### src/sv/cmet_pkg.sv
// ----------------------------------------------------------------------------
// cmet_pkg
// Shared types, constants and helpers of the cubic multibrot escape-time
// engine: register map, controller states, datapath command/status words.
// ----------------------------------------------------------------------------
package cmet_pkg;

  // Q6.26 fixed point
  localparam int unsigned FRAC_BITS  = 26;
  localparam int unsigned DATA_W     = 32;
  localparam int unsigned PROD_W     = 64;
  localparam int unsigned STEP_W     = 31;
  localparam int unsigned ITER_W     = 16;
  localparam int unsigned PIX_W      = 11;
  localparam int unsigned PAL_W      = 7;
  // pixel minus half image size, image sides up to 8192
  localparam int unsigned PIX_OFF_W  = 14;
  localparam int unsigned PADDR_W    = 5;

  // |z|^2 escape bound: 4.0 in Q6.26
  localparam logic [DATA_W:0]      ESC_LIMIT = 33'h0_1000_0000;
  localparam logic [PAL_W-1:0]     PAL_MOD   = 7'd100;
  localparam logic signed [PROD_W-1:0] SAT_MAX = 64'sh0000_0000_7FFF_FFFF;
  localparam logic signed [PROD_W-1:0] SAT_MIN = 64'shFFFF_FFFF_8000_0000;

  // register indexes (byte address = 4 * index)
  typedef enum logic [2:0] {
    REG_STEP_X   = 3'd0,
    REG_STEP_Y   = 3'd1,
    REG_OFFSET_X = 3'd2,
    REG_OFFSET_Y = 3'd3,
    REG_MAX_ITER = 3'd4
  } reg_idx_e;

  typedef struct packed {
    logic [STEP_W-1:0]        step_x;
    logic [STEP_W-1:0]        step_y;
    logic signed [DATA_W-1:0] offset_x;
    logic signed [DATA_W-1:0] offset_y;
    logic [ITER_W-1:0]        max_iter;
  } cfg_t;

  // multiplier operand pairs
  typedef enum logic [2:0] {
    MS_MAPX,
    MS_MAPY,
    MS_X_X2,
    MS_X_Y2,
    MS_X2_Y,
    MS_Y_Y2,
    MS_X_X,
    MS_Y_Y
  } mul_sel_e;

  // destination of the registered product
  typedef enum logic [3:0] {
    WB_NONE,
    WB_CX,
    WB_CY,
    WB_T1,
    WB_T2,
    WB_T3,
    WB_T4,
    WB_X2,
    WB_Y2
  } wb_sel_e;

  typedef enum logic [3:0] {
    ST_IDLE,
    ST_MAPX,
    ST_MAPY,
    ST_WBCY,
    ST_CHECK,
    ST_M1,
    ST_M2,
    ST_M3,
    ST_M4,
    ST_WB4,
    ST_UPD,
    ST_SQ1,
    ST_SQ2,
    ST_WBSQ,
    ST_DONE
  } ctrl_state_e;

  typedef struct packed {
    logic     load;     // capture pixel, clear orbit
    mul_sel_e mul_sel;
    wb_sel_e  wb_sel;
    logic     update;   // commit z' or flag fixed point
    logic     retire;   // move result into output register
  } dp_cmd_t;

  typedef struct packed {
    logic fixed;        // z' == z
    logic cont;         // |z|^2 <= 4 and count < max_iter
    logic out_free;     // output register can take a word
  } dp_sts_t;

  // saturate to signed 32 bits
  function automatic logic signed [DATA_W-1:0] sat32(input logic signed [PROD_W-1:0] v);
    logic signed [DATA_W-1:0] r;
    if (v > SAT_MAX) begin
      r = SAT_MAX[DATA_W-1:0];
    end else if (v < SAT_MIN) begin
      r = SAT_MIN[DATA_W-1:0];
    end else begin
      r = v[DATA_W-1:0];
    end
    return r;
  endfunction

endpackage

### src/sv/cmet_regs.sv
// ----------------------------------------------------------------------------
// cmet_regs
// APB register file: pixel steps, pan offsets and iteration limit.
// ----------------------------------------------------------------------------
module cmet_regs
  import cmet_pkg::*;
(
  input  logic               clk_i,
  input  logic               rst_ni,
  input  logic               psel,
  input  logic               penable,
  input  logic               pwrite,
  input  logic [PADDR_W-1:0] paddr,
  input  logic [DATA_W-1:0]  pwdata,
  output logic [DATA_W-1:0]  prdata,
  output logic               pready,
  output cfg_t               cfg_o
);

  cfg_t       cfg_q, cfg_d;
  logic       wr_en;
  logic [2:0] idx;

  assign pready = 1'b1;
  assign wr_en  = psel & penable & pwrite;
  assign idx    = paddr[4:2];

  // register write decode
  always_comb begin
    cfg_d = cfg_q;
    if (wr_en) begin
      case (idx)
        REG_STEP_X:   cfg_d.step_x   = pwdata[STEP_W-1:0];
        REG_STEP_Y:   cfg_d.step_y   = pwdata[STEP_W-1:0];
        REG_OFFSET_X: cfg_d.offset_x = $signed(pwdata);
        REG_OFFSET_Y: cfg_d.offset_y = $signed(pwdata);
        REG_MAX_ITER: cfg_d.max_iter = pwdata[ITER_W-1:0];
        default:      cfg_d = cfg_q;
      endcase
    end
  end

  always_ff @(posedge clk_i or negedge rst_ni) begin
    if (!rst_ni) begin
      cfg_q.step_x   <= 31'd117038;
      cfg_q.step_y   <= 31'd124276;
      cfg_q.offset_x <= '0;
      cfg_q.offset_y <= '0;
      cfg_q.max_iter <= 16'd50;
    end else begin
      cfg_q <= cfg_d;
    end
  end

  // read mux
  always_comb begin
    case (idx)
      REG_STEP_X:   prdata = {1'b0, cfg_q.step_x};
      REG_STEP_Y:   prdata = {1'b0, cfg_q.step_y};
      REG_OFFSET_X: prdata = cfg_q.offset_x;
      REG_OFFSET_Y: prdata = cfg_q.offset_y;
      REG_MAX_ITER: prdata = {{(DATA_W-ITER_W){1'b0}}, cfg_q.max_iter};
      default:      prdata = '0;
    endcase
  end

  assign cfg_o = cfg_q;

endmodule

### src/sv/cmet_dp.sv
// ----------------------------------------------------------------------------
// cmet_dp
// Datapath: one shared 32x32 multiplier with registered product, Q6.26
// writeback, orbit registers, iteration and palette counters, result register.
// ----------------------------------------------------------------------------
module cmet_dp
  import cmet_pkg::*;
#(
  parameter int IMG_WIDTH  = 1720,
  parameter int IMG_HEIGHT = 1080
) (
  input  logic              clk_i,
  input  logic              rst_ni,
  input  cfg_t              cfg_i,
  input  logic [PIX_W-1:0]  pix_x_i,
  input  logic [PIX_W-1:0]  pix_y_i,
  input  dp_cmd_t           cmd_i,
  output dp_sts_t           sts_o,
  output logic              out_valid_o,
  input  logic              out_ready_i,
  output logic [ITER_W-1:0] iter_count_o,
  output logic              inside_res_o,
  output logic [PAL_W-1:0]  palette_index_o
);

  localparam int HalfW = IMG_WIDTH / 2;
  localparam int HalfH = IMG_HEIGHT / 2;

  logic [PIX_W-1:0]         pix_x_q, pix_y_q;
  logic signed [PIX_OFF_W-1:0] off_x, off_y;
  logic signed [DATA_W-1:0] mul_a, mul_b;
  logic signed [PROD_W-1:0] prod_q;
  logic signed [PROD_W-1:0] prod_shr, map_sum, nx_sum, ny_sum;
  logic signed [DATA_W-1:0] q_res, map_sat, map_off, map_res;
  logic signed [DATA_W-1:0] x_q, y_q, x2_q, y2_q, cx_q, cy_q;
  logic signed [DATA_W-1:0] t1_q, t2_q, t3_q, t4_q;
  logic signed [DATA_W-1:0] nx, ny;
  logic [DATA_W:0]          mag;
  logic [ITER_W-1:0]        count_q;
  logic [PAL_W-1:0]         pal_q;
  logic                     fixed, is_inside;
  logic                     out_valid_q;
  logic [ITER_W-1:0]        iter_res_q;
  logic                     inside_res_q;
  logic [PAL_W-1:0]         pal_res_q;

  // pixel offset from image center
  assign off_x = $signed({{(PIX_OFF_W-PIX_W){1'b0}}, pix_x_q}) - $signed(PIX_OFF_W'(HalfW));
  assign off_y = $signed({{(PIX_OFF_W-PIX_W){1'b0}}, pix_y_q}) - $signed(PIX_OFF_W'(HalfH));

  // multiplier operand select
  always_comb begin
    case (cmd_i.mul_sel)
      MS_MAPX: begin
        mul_a = DATA_W'(off_x);
        mul_b = $signed({1'b0, cfg_i.step_x});
      end
      MS_MAPY: begin
        mul_a = DATA_W'(off_y);
        mul_b = $signed({1'b0, cfg_i.step_y});
      end
      MS_X_X2: begin mul_a = x_q;  mul_b = x2_q; end
      MS_X_Y2: begin mul_a = x_q;  mul_b = y2_q; end
      MS_X2_Y: begin mul_a = x2_q; mul_b = y_q;  end
      MS_Y_Y2: begin mul_a = y_q;  mul_b = y2_q; end
      MS_X_X:  begin mul_a = x_q;  mul_b = x_q;  end
      MS_Y_Y:  begin mul_a = y_q;  mul_b = y_q;  end
      default: begin mul_a = x_q;  mul_b = x_q;  end
    endcase
  end

  always_ff @(posedge clk_i) begin
    prod_q <= mul_a * mul_b;
  end

  // Q6.26 product: floor shift, then saturate
  assign prod_shr = prod_q >>> FRAC_BITS;
  assign q_res    = sat32(prod_shr);

  // pixel mapping: integer product saturated, plus offset, saturated
  assign map_sat = sat32(prod_q);
  assign map_off = (cmd_i.wb_sel == WB_CY) ? cfg_i.offset_y : cfg_i.offset_x;
  assign map_sum = PROD_W'(map_sat) + PROD_W'(map_off);
  assign map_res = sat32(map_sum);

  // next orbit point
  assign nx_sum = PROD_W'(t1_q) - (PROD_W'(t2_q) <<< 1) - PROD_W'(t2_q) + PROD_W'(cx_q);
  assign ny_sum = (PROD_W'(t3_q) <<< 1) + PROD_W'(t3_q) - PROD_W'(t4_q) + PROD_W'(cy_q);
  assign nx     = sat32(nx_sum);
  assign ny     = sat32(ny_sum);
  assign fixed  = (nx == x_q) && (ny == y_q);

  // loop condition; squares are never negative
  assign mag = {1'b0, x2_q} + {1'b0, y2_q};

  assign sts_o.fixed    = fixed;
  assign sts_o.cont     = (mag <= ESC_LIMIT) && (count_q < cfg_i.max_iter);
  assign sts_o.out_free = !out_valid_q || out_ready_i;

  // orbit and term registers
  always_ff @(posedge clk_i) begin
    if (cmd_i.load) begin
      pix_x_q <= pix_x_i;
      pix_y_q <= pix_y_i;
      x_q     <= '0;
      y_q     <= '0;
      x2_q    <= '0;
      y2_q    <= '0;
    end else begin
      if (cmd_i.update && !fixed) begin
        x_q <= nx;
        y_q <= ny;
      end
      case (cmd_i.wb_sel)
        WB_CX:   cx_q <= map_res;
        WB_CY:   cy_q <= map_res;
        WB_T1:   t1_q <= q_res;
        WB_T2:   t2_q <= q_res;
        WB_T3:   t3_q <= q_res;
        WB_T4:   t4_q <= q_res;
        WB_X2:   x2_q <= q_res;
        WB_Y2:   y2_q <= q_res;
        default: ;
      endcase
    end
  end

  // iteration count and count mod 100
  always_ff @(posedge clk_i or negedge rst_ni) begin
    if (!rst_ni) begin
      count_q <= '0;
      pal_q   <= '0;
    end else if (cmd_i.load) begin
      count_q <= '0;
      pal_q   <= '0;
    end else if (cmd_i.update) begin
      if (fixed) begin
        count_q <= cfg_i.max_iter;
        pal_q   <= '0;
      end else begin
        count_q <= count_q + 1'b1;
        pal_q   <= (pal_q == PAL_MOD - 1'b1) ? '0 : pal_q + 1'b1;
      end
    end
  end

  // result register
  assign is_inside = count_q >= cfg_i.max_iter;

  always_ff @(posedge clk_i or negedge rst_ni) begin
    if (!rst_ni) begin
      out_valid_q <= 1'b0;
    end else if (cmd_i.retire) begin
      out_valid_q <= 1'b1;
    end else if (out_ready_i) begin
      out_valid_q <= 1'b0;
    end
  end

  always_ff @(posedge clk_i) begin
    if (cmd_i.retire) begin
      iter_res_q   <= count_q;
      inside_res_q <= is_inside;
      pal_res_q    <= is_inside ? '0 : pal_q;
    end
  end

  assign out_valid_o     = out_valid_q;
  assign iter_count_o    = iter_res_q;
  assign inside_res_o    = inside_res_q;
  assign palette_index_o = pal_res_q;

  // palette counter stays in range
  a_pal_range: assert property (@(posedge clk_i) disable iff (!rst_ni)
    pal_q < PAL_MOD)
    else $error("palette counter out of range");

  // controller never overwrites a waiting result
  a_retire_free: assert property (@(posedge clk_i) disable iff (!rst_ni)
    cmd_i.retire |-> (!out_valid_q || out_ready_i))
    else $error("result overwritten");

  // an iteration is only committed below the limit
  a_count_limit: assert property (@(posedge clk_i) disable iff (!rst_ni)
    (cmd_i.update && !fixed) |-> (count_q < cfg_i.max_iter))
    else $error("iteration beyond max_iter");

endmodule

### src/sv/cmet_ctrl.sv
// ----------------------------------------------------------------------------
// cmet_ctrl
// Sequencer: maps the pixel, then runs z = z^3 + c one iteration at a time
// through the shared multiplier until escape, limit or fixed point.
// ----------------------------------------------------------------------------
module cmet_ctrl
  import cmet_pkg::*;
(
  input  logic    clk_i,
  input  logic    rst_ni,
  input  logic    in_valid_i,
  output logic    in_ready_o,
  input  dp_sts_t sts_i,
  output dp_cmd_t cmd_o
);

  ctrl_state_e state_q, state_d;

  always_ff @(posedge clk_i or negedge rst_ni) begin
    if (!rst_ni) begin
      state_q <= ST_IDLE;
    end else begin
      state_q <= state_d;
    end
  end

  // next state and commands
  always_comb begin
    state_d       = state_q;
    in_ready_o    = 1'b0;
    cmd_o.load    = 1'b0;
    cmd_o.mul_sel = MS_X_X;
    cmd_o.wb_sel  = WB_NONE;
    cmd_o.update  = 1'b0;
    cmd_o.retire  = 1'b0;
    case (state_q)
      ST_IDLE: begin
        in_ready_o = 1'b1;
        if (in_valid_i) begin
          cmd_o.load = 1'b1;
          state_d    = ST_MAPX;
        end
      end
      ST_MAPX: begin
        cmd_o.mul_sel = MS_MAPX;
        state_d       = ST_MAPY;
      end
      ST_MAPY: begin
        cmd_o.mul_sel = MS_MAPY;
        cmd_o.wb_sel  = WB_CX;
        state_d       = ST_WBCY;
      end
      ST_WBCY: begin
        cmd_o.wb_sel = WB_CY;
        state_d      = ST_CHECK;
      end
      ST_CHECK: begin
        state_d = sts_i.cont ? ST_M1 : ST_DONE;
      end
      // cubic terms x*x2, x*y2, x2*y, y*y2
      ST_M1: begin
        cmd_o.mul_sel = MS_X_X2;
        state_d       = ST_M2;
      end
      ST_M2: begin
        cmd_o.mul_sel = MS_X_Y2;
        cmd_o.wb_sel  = WB_T1;
        state_d       = ST_M3;
      end
      ST_M3: begin
        cmd_o.mul_sel = MS_X2_Y;
        cmd_o.wb_sel  = WB_T2;
        state_d       = ST_M4;
      end
      ST_M4: begin
        cmd_o.mul_sel = MS_Y_Y2;
        cmd_o.wb_sel  = WB_T3;
        state_d       = ST_WB4;
      end
      ST_WB4: begin
        cmd_o.wb_sel = WB_T4;
        state_d      = ST_UPD;
      end
      ST_UPD: begin
        cmd_o.update = 1'b1;
        state_d      = sts_i.fixed ? ST_DONE : ST_SQ1;
      end
      // new squares
      ST_SQ1: begin
        cmd_o.mul_sel = MS_X_X;
        state_d       = ST_SQ2;
      end
      ST_SQ2: begin
        cmd_o.mul_sel = MS_Y_Y;
        cmd_o.wb_sel  = WB_X2;
        state_d       = ST_WBSQ;
      end
      ST_WBSQ: begin
        cmd_o.wb_sel = WB_Y2;
        state_d      = ST_CHECK;
      end
      ST_DONE: begin
        if (sts_i.out_free) begin
          cmd_o.retire = 1'b1;
          state_d      = ST_IDLE;
        end
      end
      default: begin
        state_d = ST_IDLE;
      end
    endcase
  end

endmodule

### src/sv/cubic_multibrot_escape_time_top.sv
// ----------------------------------------------------------------------------
// Sequence: load, map x and y, then per iteration a check, four cubic products,
//   the update and two squares; a fixed point ends at the update, skipping the squares.
// Throughput: one pixel at a time; next word can be taken the cycle after the
//   result is registered, while that result waits for out_ready_i.
// Each iteration runs six products through one shared multiplier.
// Reset: registers to defaults, no pixel held, output word invalid.
// ----------------------------------------------------------------------------
// cubic_multibrot_escape_time_top
// Escape-time engine for z = z^3 + c in Q6.26 with APB configuration.
// ----------------------------------------------------------------------------
module cubic_multibrot_escape_time_top
  import cmet_pkg::*;
#(
  parameter int IMG_WIDTH  = 1720,
  parameter int IMG_HEIGHT = 1080
) (
  input  logic               clk_i,
  input  logic               rst_ni,
  // APB configuration
  input  logic               psel,
  input  logic               penable,
  input  logic               pwrite,
  input  logic [PADDR_W-1:0] paddr,
  input  logic [DATA_W-1:0]  pwdata,
  output logic [DATA_W-1:0]  prdata,
  output logic               pready,
  // pixel input
  input  logic               in_valid_i,
  output logic               in_ready_o,
  input  logic [PIX_W-1:0]   pix_x_i,
  input  logic [PIX_W-1:0]   pix_y_i,
  // result output
  output logic               out_valid_o,
  input  logic               out_ready_i,
  output logic [ITER_W-1:0]  iter_count_o,
  output logic               inside_res_o,
  output logic [PAL_W-1:0]   palette_index_o
);

  cfg_t    cfg;
  dp_cmd_t cmd;
  dp_sts_t sts;

  cmet_regs u_regs (
    .clk_i   (clk_i),
    .rst_ni  (rst_ni),
    .psel    (psel),
    .penable (penable),
    .pwrite  (pwrite),
    .paddr   (paddr),
    .pwdata  (pwdata),
    .prdata  (prdata),
    .pready  (pready),
    .cfg_o   (cfg)
  );

  cmet_ctrl u_ctrl (
    .clk_i      (clk_i),
    .rst_ni     (rst_ni),
    .in_valid_i (in_valid_i),
    .in_ready_o (in_ready_o),
    .sts_i      (sts),
    .cmd_o      (cmd)
  );

  cmet_dp #(
    .IMG_WIDTH  (IMG_WIDTH),
    .IMG_HEIGHT (IMG_HEIGHT)
  ) u_dp (
    .clk_i           (clk_i),
    .rst_ni          (rst_ni),
    .cfg_i           (cfg),
    .pix_x_i         (pix_x_i),
    .pix_y_i         (pix_y_i),
    .cmd_i           (cmd),
    .sts_o           (sts),
    .out_valid_o     (out_valid_o),
    .out_ready_i     (out_ready_i),
    .iter_count_o    (iter_count_o),
    .inside_res_o    (inside_res_o),
    .palette_index_o (palette_index_o)
  );

endmodule

### config.mk
export PLATFORM = sky130hd
export DESIGN_NAME = cubic_multibrot_escape_time_top
export DESIGN_NICKNAME = d
export VERILOG_FILES = /design/src/sv/cmet_pkg.sv /design/src/sv/cmet_regs.sv /design/src/sv/cmet_dp.sv /design/src/sv/cmet_ctrl.sv /design/src/sv/cubic_multibrot_escape_time_top.sv
export SDC_FILE = /design/constraint.sdc
export NUM_CORES = 2
export LEC_CHECK = 0
export BUFFER_PORTS_ARGS = -buffer_cell sky130_fd_sc_hd__buf_4
export CORE_MARGIN = 10
export CORE_UTILIZATION = 45
export DETAILED_ROUTE_END_ITERATION = 10
export GPL_TIMING_DRIVEN = 0
export PLACE_DENSITY = 0.71
export SYNTH_ARGS = -nofsm -noshare
export SYNTH_HDL_FRONTEND = slang
export SYNTH_HIERARCHICAL = 1
export SYNTH_SLANG_ARGS = --single-unit
### constraint.sdc
create_clock -name clk_i -period 16.5 [get_ports clk_i]
set_input_delay 2.475 -clock clk_i [delete_from_list [all_inputs] [get_ports clk_i]]
set_output_delay 2.475 -clock clk_i [all_outputs]
set_load 0.05 [all_outputs]
* Yosys cells after proc, flatten, opt, wreduce, memory -nomap -nowiden
Cells that the tools add are included.
** Storage, ports and cells
- Register bits :: 600
- Input bits :: 66
- Output and inout bits :: 59
- Word-level logic and storage cells :: 156
** Operators by class
- $add $sub $neg :: 12
- Multipliers :: 1
- Order comparisons :: 13
- Equality and inequality tests :: 38
- Mux-type cells :: 36
- Bitwise gates (word level) :: 3
- Reduce and logical (&&, ||, !) cells :: 28
** Operators by type and width (count)
- 2-to-1 mux 32 bit :: 11
- one-hot mux 32 bit (5 select lines) :: 2
- greater-than comparator 64 x 32 -> 1 bit, second input constant :: 4
- less-than comparator 64 x 32 -> 1 bit, second input constant :: 4
- one-hot mux 32 bit (6 select lines) :: 1
- adder 64 x 32 -> 64 bit :: 2
- subtractor 34 x 32 -> 35 bit :: 2
- adder 32 x 32 -> 33 bit :: 2
- equality test 32 bit :: 2
- multiplier 32 x 32 -> 64 bit :: 1
- one-hot mux 4 bit (14 select lines) :: 1
- 2-to-1 mux 16 bit :: 3
- greater-than comparator 38 x 32 -> 1 bit, second input constant :: 1
- less-than comparator 38 x 32 -> 1 bit, second input constant :: 1
- adder 33 x 32 -> 34 bit :: 1
- subtractor 32 x 33 -> 34 bit :: 1
- less-or-equal comparator 33 x 29 -> 1 bit, second input constant :: 1
- equality test 4 x 3 -> 1 bit, second input constant :: 8
- equality test 4 bit, second input constant :: 8
- one-hot mux 4 bit (8 select lines) :: 1
- 2-to-1 mux 7 bit :: 4
- AND reduction 2 bit :: 12
- subtractor 11 x 10 -> 12 bit, second input constant :: 2
- one-hot mux 3 bit (7 select lines) :: 1
- 24 further kinds :: 55

* Longest topological paths before layout
- Word-level depth :: 11
- Gate-level depth with buffers :: 47
- Depth with buffers taken out :: 42

* By module
The synthesis kept the hierarchy.
** By module, submodules not included
- cmet_dp :: times used 1, cells each 7394, area an instance 66841.6 sq um, seq. area each 11591.1 sq um
- cmet_regs :: times used 1, cells each 422, area an instance 6492.5 sq um, seq. area each 3580.9 sq um
- cmet_ctrl :: times used 1, cells each 49, area an instance 394.1 sq um, seq. area each 100.1 sq um

* Worst setup path after synthesis
No wires, ideal clock.
- Path kind :: reg-to-reg
- From :: register u_ctrl.state_q[1]
- To :: register u_dp.prod_q[63]
- Setup time :: 72 ps
- Data arrival time :: 10548 ps
- Data required time :: 16428 ps
- Path slack :: 5880 ps
- Stages on the path, launching flop included :: 44
- Clock period less this slack :: 10620 ps
- Cell sequence :: dfrtp_1 buf_4 xnor2_1 a21oi_1 o32a_1 clkbuf_1 nor2_1 o21a_1 clkbuf_1 buf_1 a22oi_1 a21oi_1 clkbuf_1 nand2_1 fa_1 inv_1 fa_1 fa_1 [... 8 more ...] inv_1 ha_1 and4_1 and2_1 nand3_1 nor2_1 a21oi_1 o41a_1 a31oi_1 a22o_1 o41ai_1 o21ai_0 o41a_1 a31oi_1 o31a_1 o21ai_0 a21oi_1 xnor2_1
** RTL lines
- from (decl) :: RTL line cmet_ctrl.sv:17 : ctrl_state_e state_q, state_d;
- from (signal assigned) :: RTL line cmet_ctrl.sv:23 : state_q <= state_d;
- to (signal assigned) :: RTL line cmet_dp.sv:73 : prod_q <= mul_a * mul_b;
- to (decl) :: RTL line cmet_dp.sv:32 : logic signed [PROD_W-1:0] prod_q;

==> summary.txt <==
Synth
  – Synth warn: 6
  – Synth cell types: 96
  – Post-synth net total: 9490
  – Synth Flop Type: edfxtp_1
  – Synthesized area per cell: 9.374 um2
  – Sequential element share of the synthesized area: 20.71%
  – Post-synthesis register bit count: 600
  – FFs w/ async S/R, synth: 28.33%
  – Synthesized instance count: 7865
  – Mapped Area: ~74000 um2
  – EDFF count, synth: 238

Critical path
  – Max stage delay on crit path: 0.98 ns
  – WP data arrival: 16.08 ns
  – R2r setup slk: 1.01 ns
  – Crit start category: flip-flop
  – Worst setup EP type: flip-flop
  – Crit path top cell by count: fa_1
  – Crit Reg-Reg Endpoint: u_dp/prod_q[63]
  – Critical Path Fanout Max: 10
  – Critical path class: flip-flop to flip-flop
  – Critical-path top delay cell: clkbuf_1
  – Critical R2R Launch: u_ctrl/state_q[0]
  – Worst path required time: 17.10 ns
  – R2R depth: 42

Route
  – Vias: a little over 60000
  – 1st-iter DRT viols: 6731
  – WL/cell: roughly 29 um
  – DRT antenna net count: 0
  – DRT Pass-1 Iters: 7
  – Final WL: 300100 um
  – Drc violations: 0
  – Via-to-Cell Ratio: 5.953

Clocking
  – CTS tree: yes
  – Post-CTS resize count: 0
  – Num CTS Buffers: 68
  – Clock Path Buffers: 3
  – Clock latency on the worst-skew pair: 0.70 ns
  – Clock transition at the registers of the reported paths: roughly 0.070 ns
  – Clk root buf: clkbuf_16
  – Post-CTS Setup Bufs: 0
  – H-tree depth: 3
  – Clock Sinks: 600
  – Cts hold-fix bufs: 0

Timing
  – Slew margin rel.: -6.511%
  – Slew Viols, Final: 30
  – RSZ-0062 raised after global routing: false
  – Clk_skew: 0.05689 ns
  – Setup TNS: 0 ns
  – Min Clock Period, post-route: between 15 and 20 ns
  – Final WS setup: around 1.0 ns
  – Achievable Freq: approximately 0.065 GHz
  – Final Hold Vio Count: 0
  – Worst Tran Pin Value: 1.587 ns
  – Final cycle utilization of the critical path: 93.86%
  – Final setup vio count: 0

Hold path
  – Worst Hold Endpoint: u_dp/y2_q[19]
  – Hold/Removal Path Class: flip-flop to flip-flop
  – Hold_sp: u_dp/y2_q[19]
  – WHS Path Cells: 2

Die
  – Row cnt: 148
  – Starting Density: between 40% and 50%
  – Die width: 424.8 um
  – Die area: ~180000 um2
  – Die H: 424.8 um
  – I/O pin cnt: 125
  – Core area: 162800 um2

Global route
  – Global-route wire length before repair: 433100 um
  – Antenna violations before repair: 22
  – Largest net degree at the start of global routing: between 100 and 150
  – GRT overflow: 0
  – Vias in the first global route: 62710
  – GRT Overall Usage: around a third

Cells and area
  – Area growth from synthesis to layout: 8.641%
  – Design area: 80100 um2
  – Final Core Density: between 40% and 50%
  – Layout cells sized above 1: 7.463%
  – Nets: 9705

Placement
  – Setup WS pre-CTS: 1.340 ns
  – Dpl hpwl: between 200000 and 300000 um
  – Dpl cell area: 77720 um2
  – IO buf count: 120
  – Placer Congestion: approximately 1.1

Job
  – Max-cap viol count: 6

Outcome
  – Failing checks: max-capacitance violations, max-slew violations
  – Run status: complete, but fails checks
[critical path: cells and delay by family, from the launching register on]
kind            cells  cell delay (ns)
xor+xnor            1             0.13
compound gates     16             5.26
buf+inv            12             2.81
flops               1             0.48
simple gates        4             2.34
fa+ha+maj           9             4.33
[cells by family after synthesis]
family	share of synthesized area [%]
buf+inv	9.208
fa+ha+maj	38.83
compound gates	11.26
simple gates	13.33
xor+xnor	2.364
other cells	0.005086
flops	20.71
mux	4.297
[routing by layer]
layer / share of wire (%) / vias to the layer above / track usage [%]
met3: 9.5 / 924 / 7.456
met4: 8.4 / 10 / 21.58
met1: 37 / 31280 / 40.25
met5: 0.023 / - / 0
li1: - / 25780 / -
met2: 45 / 3400 / 51.97
[layout make-up]
type / count / area, um2
fill: 15320 / 82670
multi-input combinational: 5494 / 51740
sequential: 600 / 15270
inverter: 1350 / 5067
tap: 2175 / 2721
clock buffer: 86 / 1852
buffer: 421 / 1722
timing repair buffer: 145 / 1199
clock inverter: 38 / 513.0
antenna: 4 / 10.01
[worst max path at each step]
stage,start,end,slack [ns],cells past startpoint
floorplan,u_ctrl/state_q[1],u_dp/prod_q[63],5.88,43
global placement,u_ctrl/state_q[0],u_dp/prod_q[60],1.04,39
detailed placement,u_ctrl/state_q[2],u_dp/prod_q[63],1.34,43
CTS,u_ctrl/state_q[0],u_dp/prod_q[63],1.28,42
global route,u_ctrl/state_q[0],u_dp/prod_q[63],0.65,42
finish,u_ctrl/state_q[0],u_dp/prod_q[63],1.01,42
[through the flow]
| step | cells | hold slack (ns) |
|---|---|---|
| final | 10310 | 0.4905 |
| after global routing | 10310 | 0.5092 |
| after CTS | 10310 | 0.4865 |
| after detailed placement | 10190 | 0.4779 |
| after global placement | 10160 | 0.4738 |
| after floorplan | 7865 | 0.4533 |
[synthesized netlist by cell type, drive strengths merged (17+ instances only)]
| library cell | number | area (um2) |
|---|---|---|
| a21boi | 35 | 262.8 |
| nor3b | 17 | 143.9 |
| nand2 | 1028 | 3859 |
| mux2i | 60 | 600.6 |
| nand2b | 64 | 400.4 |
| o21bai | 25 | 187.7 |
| o21a | 86 | 645.6 |
| fa | 1215 | 24320 |
| o22ai | 20 | 125.1 |
| edfxtp | 238 | 7147 |
| dfstp | 22 | 578.1 |
| o21ai | 267 | 1336 |
| buf | 72 | 411.7 |
| ha | 344 | 4304 |
| nor2 | 590 | 2220 |
| a221o | 35 | 350.3 |
| and3 | 50 | 312.8 |
| nor3 | 90 | 455.4 |
| a31o | 21 | 183.9 |
| a211oi | 53 | 397.9 |
| clkbuf | 349 | 1310 |
| nor2b | 62 | 387.9 |
| nand4 | 41 | 256.5 |
| nor4b | 17 | 148.9 |
| a31oi | 52 | 325.3 |
| nor4 | 24 | 171.4 |
| xnor2 | 122 | 1069 |
| or2 | 17 | 106.4 |
| dfxtp | 192 | 3844 |
| o31ai | 21 | 162.6 |
| inv | 1350 | 5067 |
| a21oi | 308 | 1541 |
| a21o | 84 | 630.6 |
| o211ai | 41 | 312.8 |
| dfrtp | 148 | 3704 |
| a221oi | 30 | 269.0 |
| and2 | 68 | 425.4 |
| nand3 | 67 | 335.3 |
| a222oi | 31 | 310.3 |
| or3 | 35 | 224.0 |
| mux2 | 198 | 2230 |
| xor2 | 77 | 674.4 |
[state kept, by name, summed over array words and instances, names as in the netlist, 32 cells and up]
name / flops
u_dp/t4_q: 32
u_dp/y2_q: 32
u_dp/x2_q: 32
u_dp/t3_q: 32
u_dp/x_q: 32
u_regs/cfg_o: 142
u_dp/t1_q: 32
u_dp/cy_q: 32
u_dp/t2_q: 32
u_dp/y_q: 32
u_dp/prod_q: 64
u_dp/cx_q: 32
[placed cells by master (no fill, tap or decap), drive strengths merged, types with 24 or more instances in the layout]
cell	Yosys	routed
and3	50	50
ha	344	344
a222oi	31	31
or3	35	35
dfxtp	192	192
a221o	35	35
xor2	77	77
nand3	67	67
xnor2	122	122
clkbuf	349	435
a21o	84	84
o21ai	267	267
nor2	590	590
nand2	1028	1028
a221oi	30	30
a21oi	308	308
dfrtp	148	148
o211ai	41	41
mux2	198	198
inv	1350	1355
and2	68	68
fa	1215	1215
a21boi	35	35
nor3	90	90
o21bai	25	25
mux2i	60	60
a211oi	53	53
nor4	24	24
o21a	86	86
nor2b	62	62
a31oi	52	52
nand2b	64	64
nand4	41	41
buf	72	217
edfxtp	238	238
Power is not shown: default switching activity piles up to over one toggle a cycle in this logic, so the estimate is an artifact.
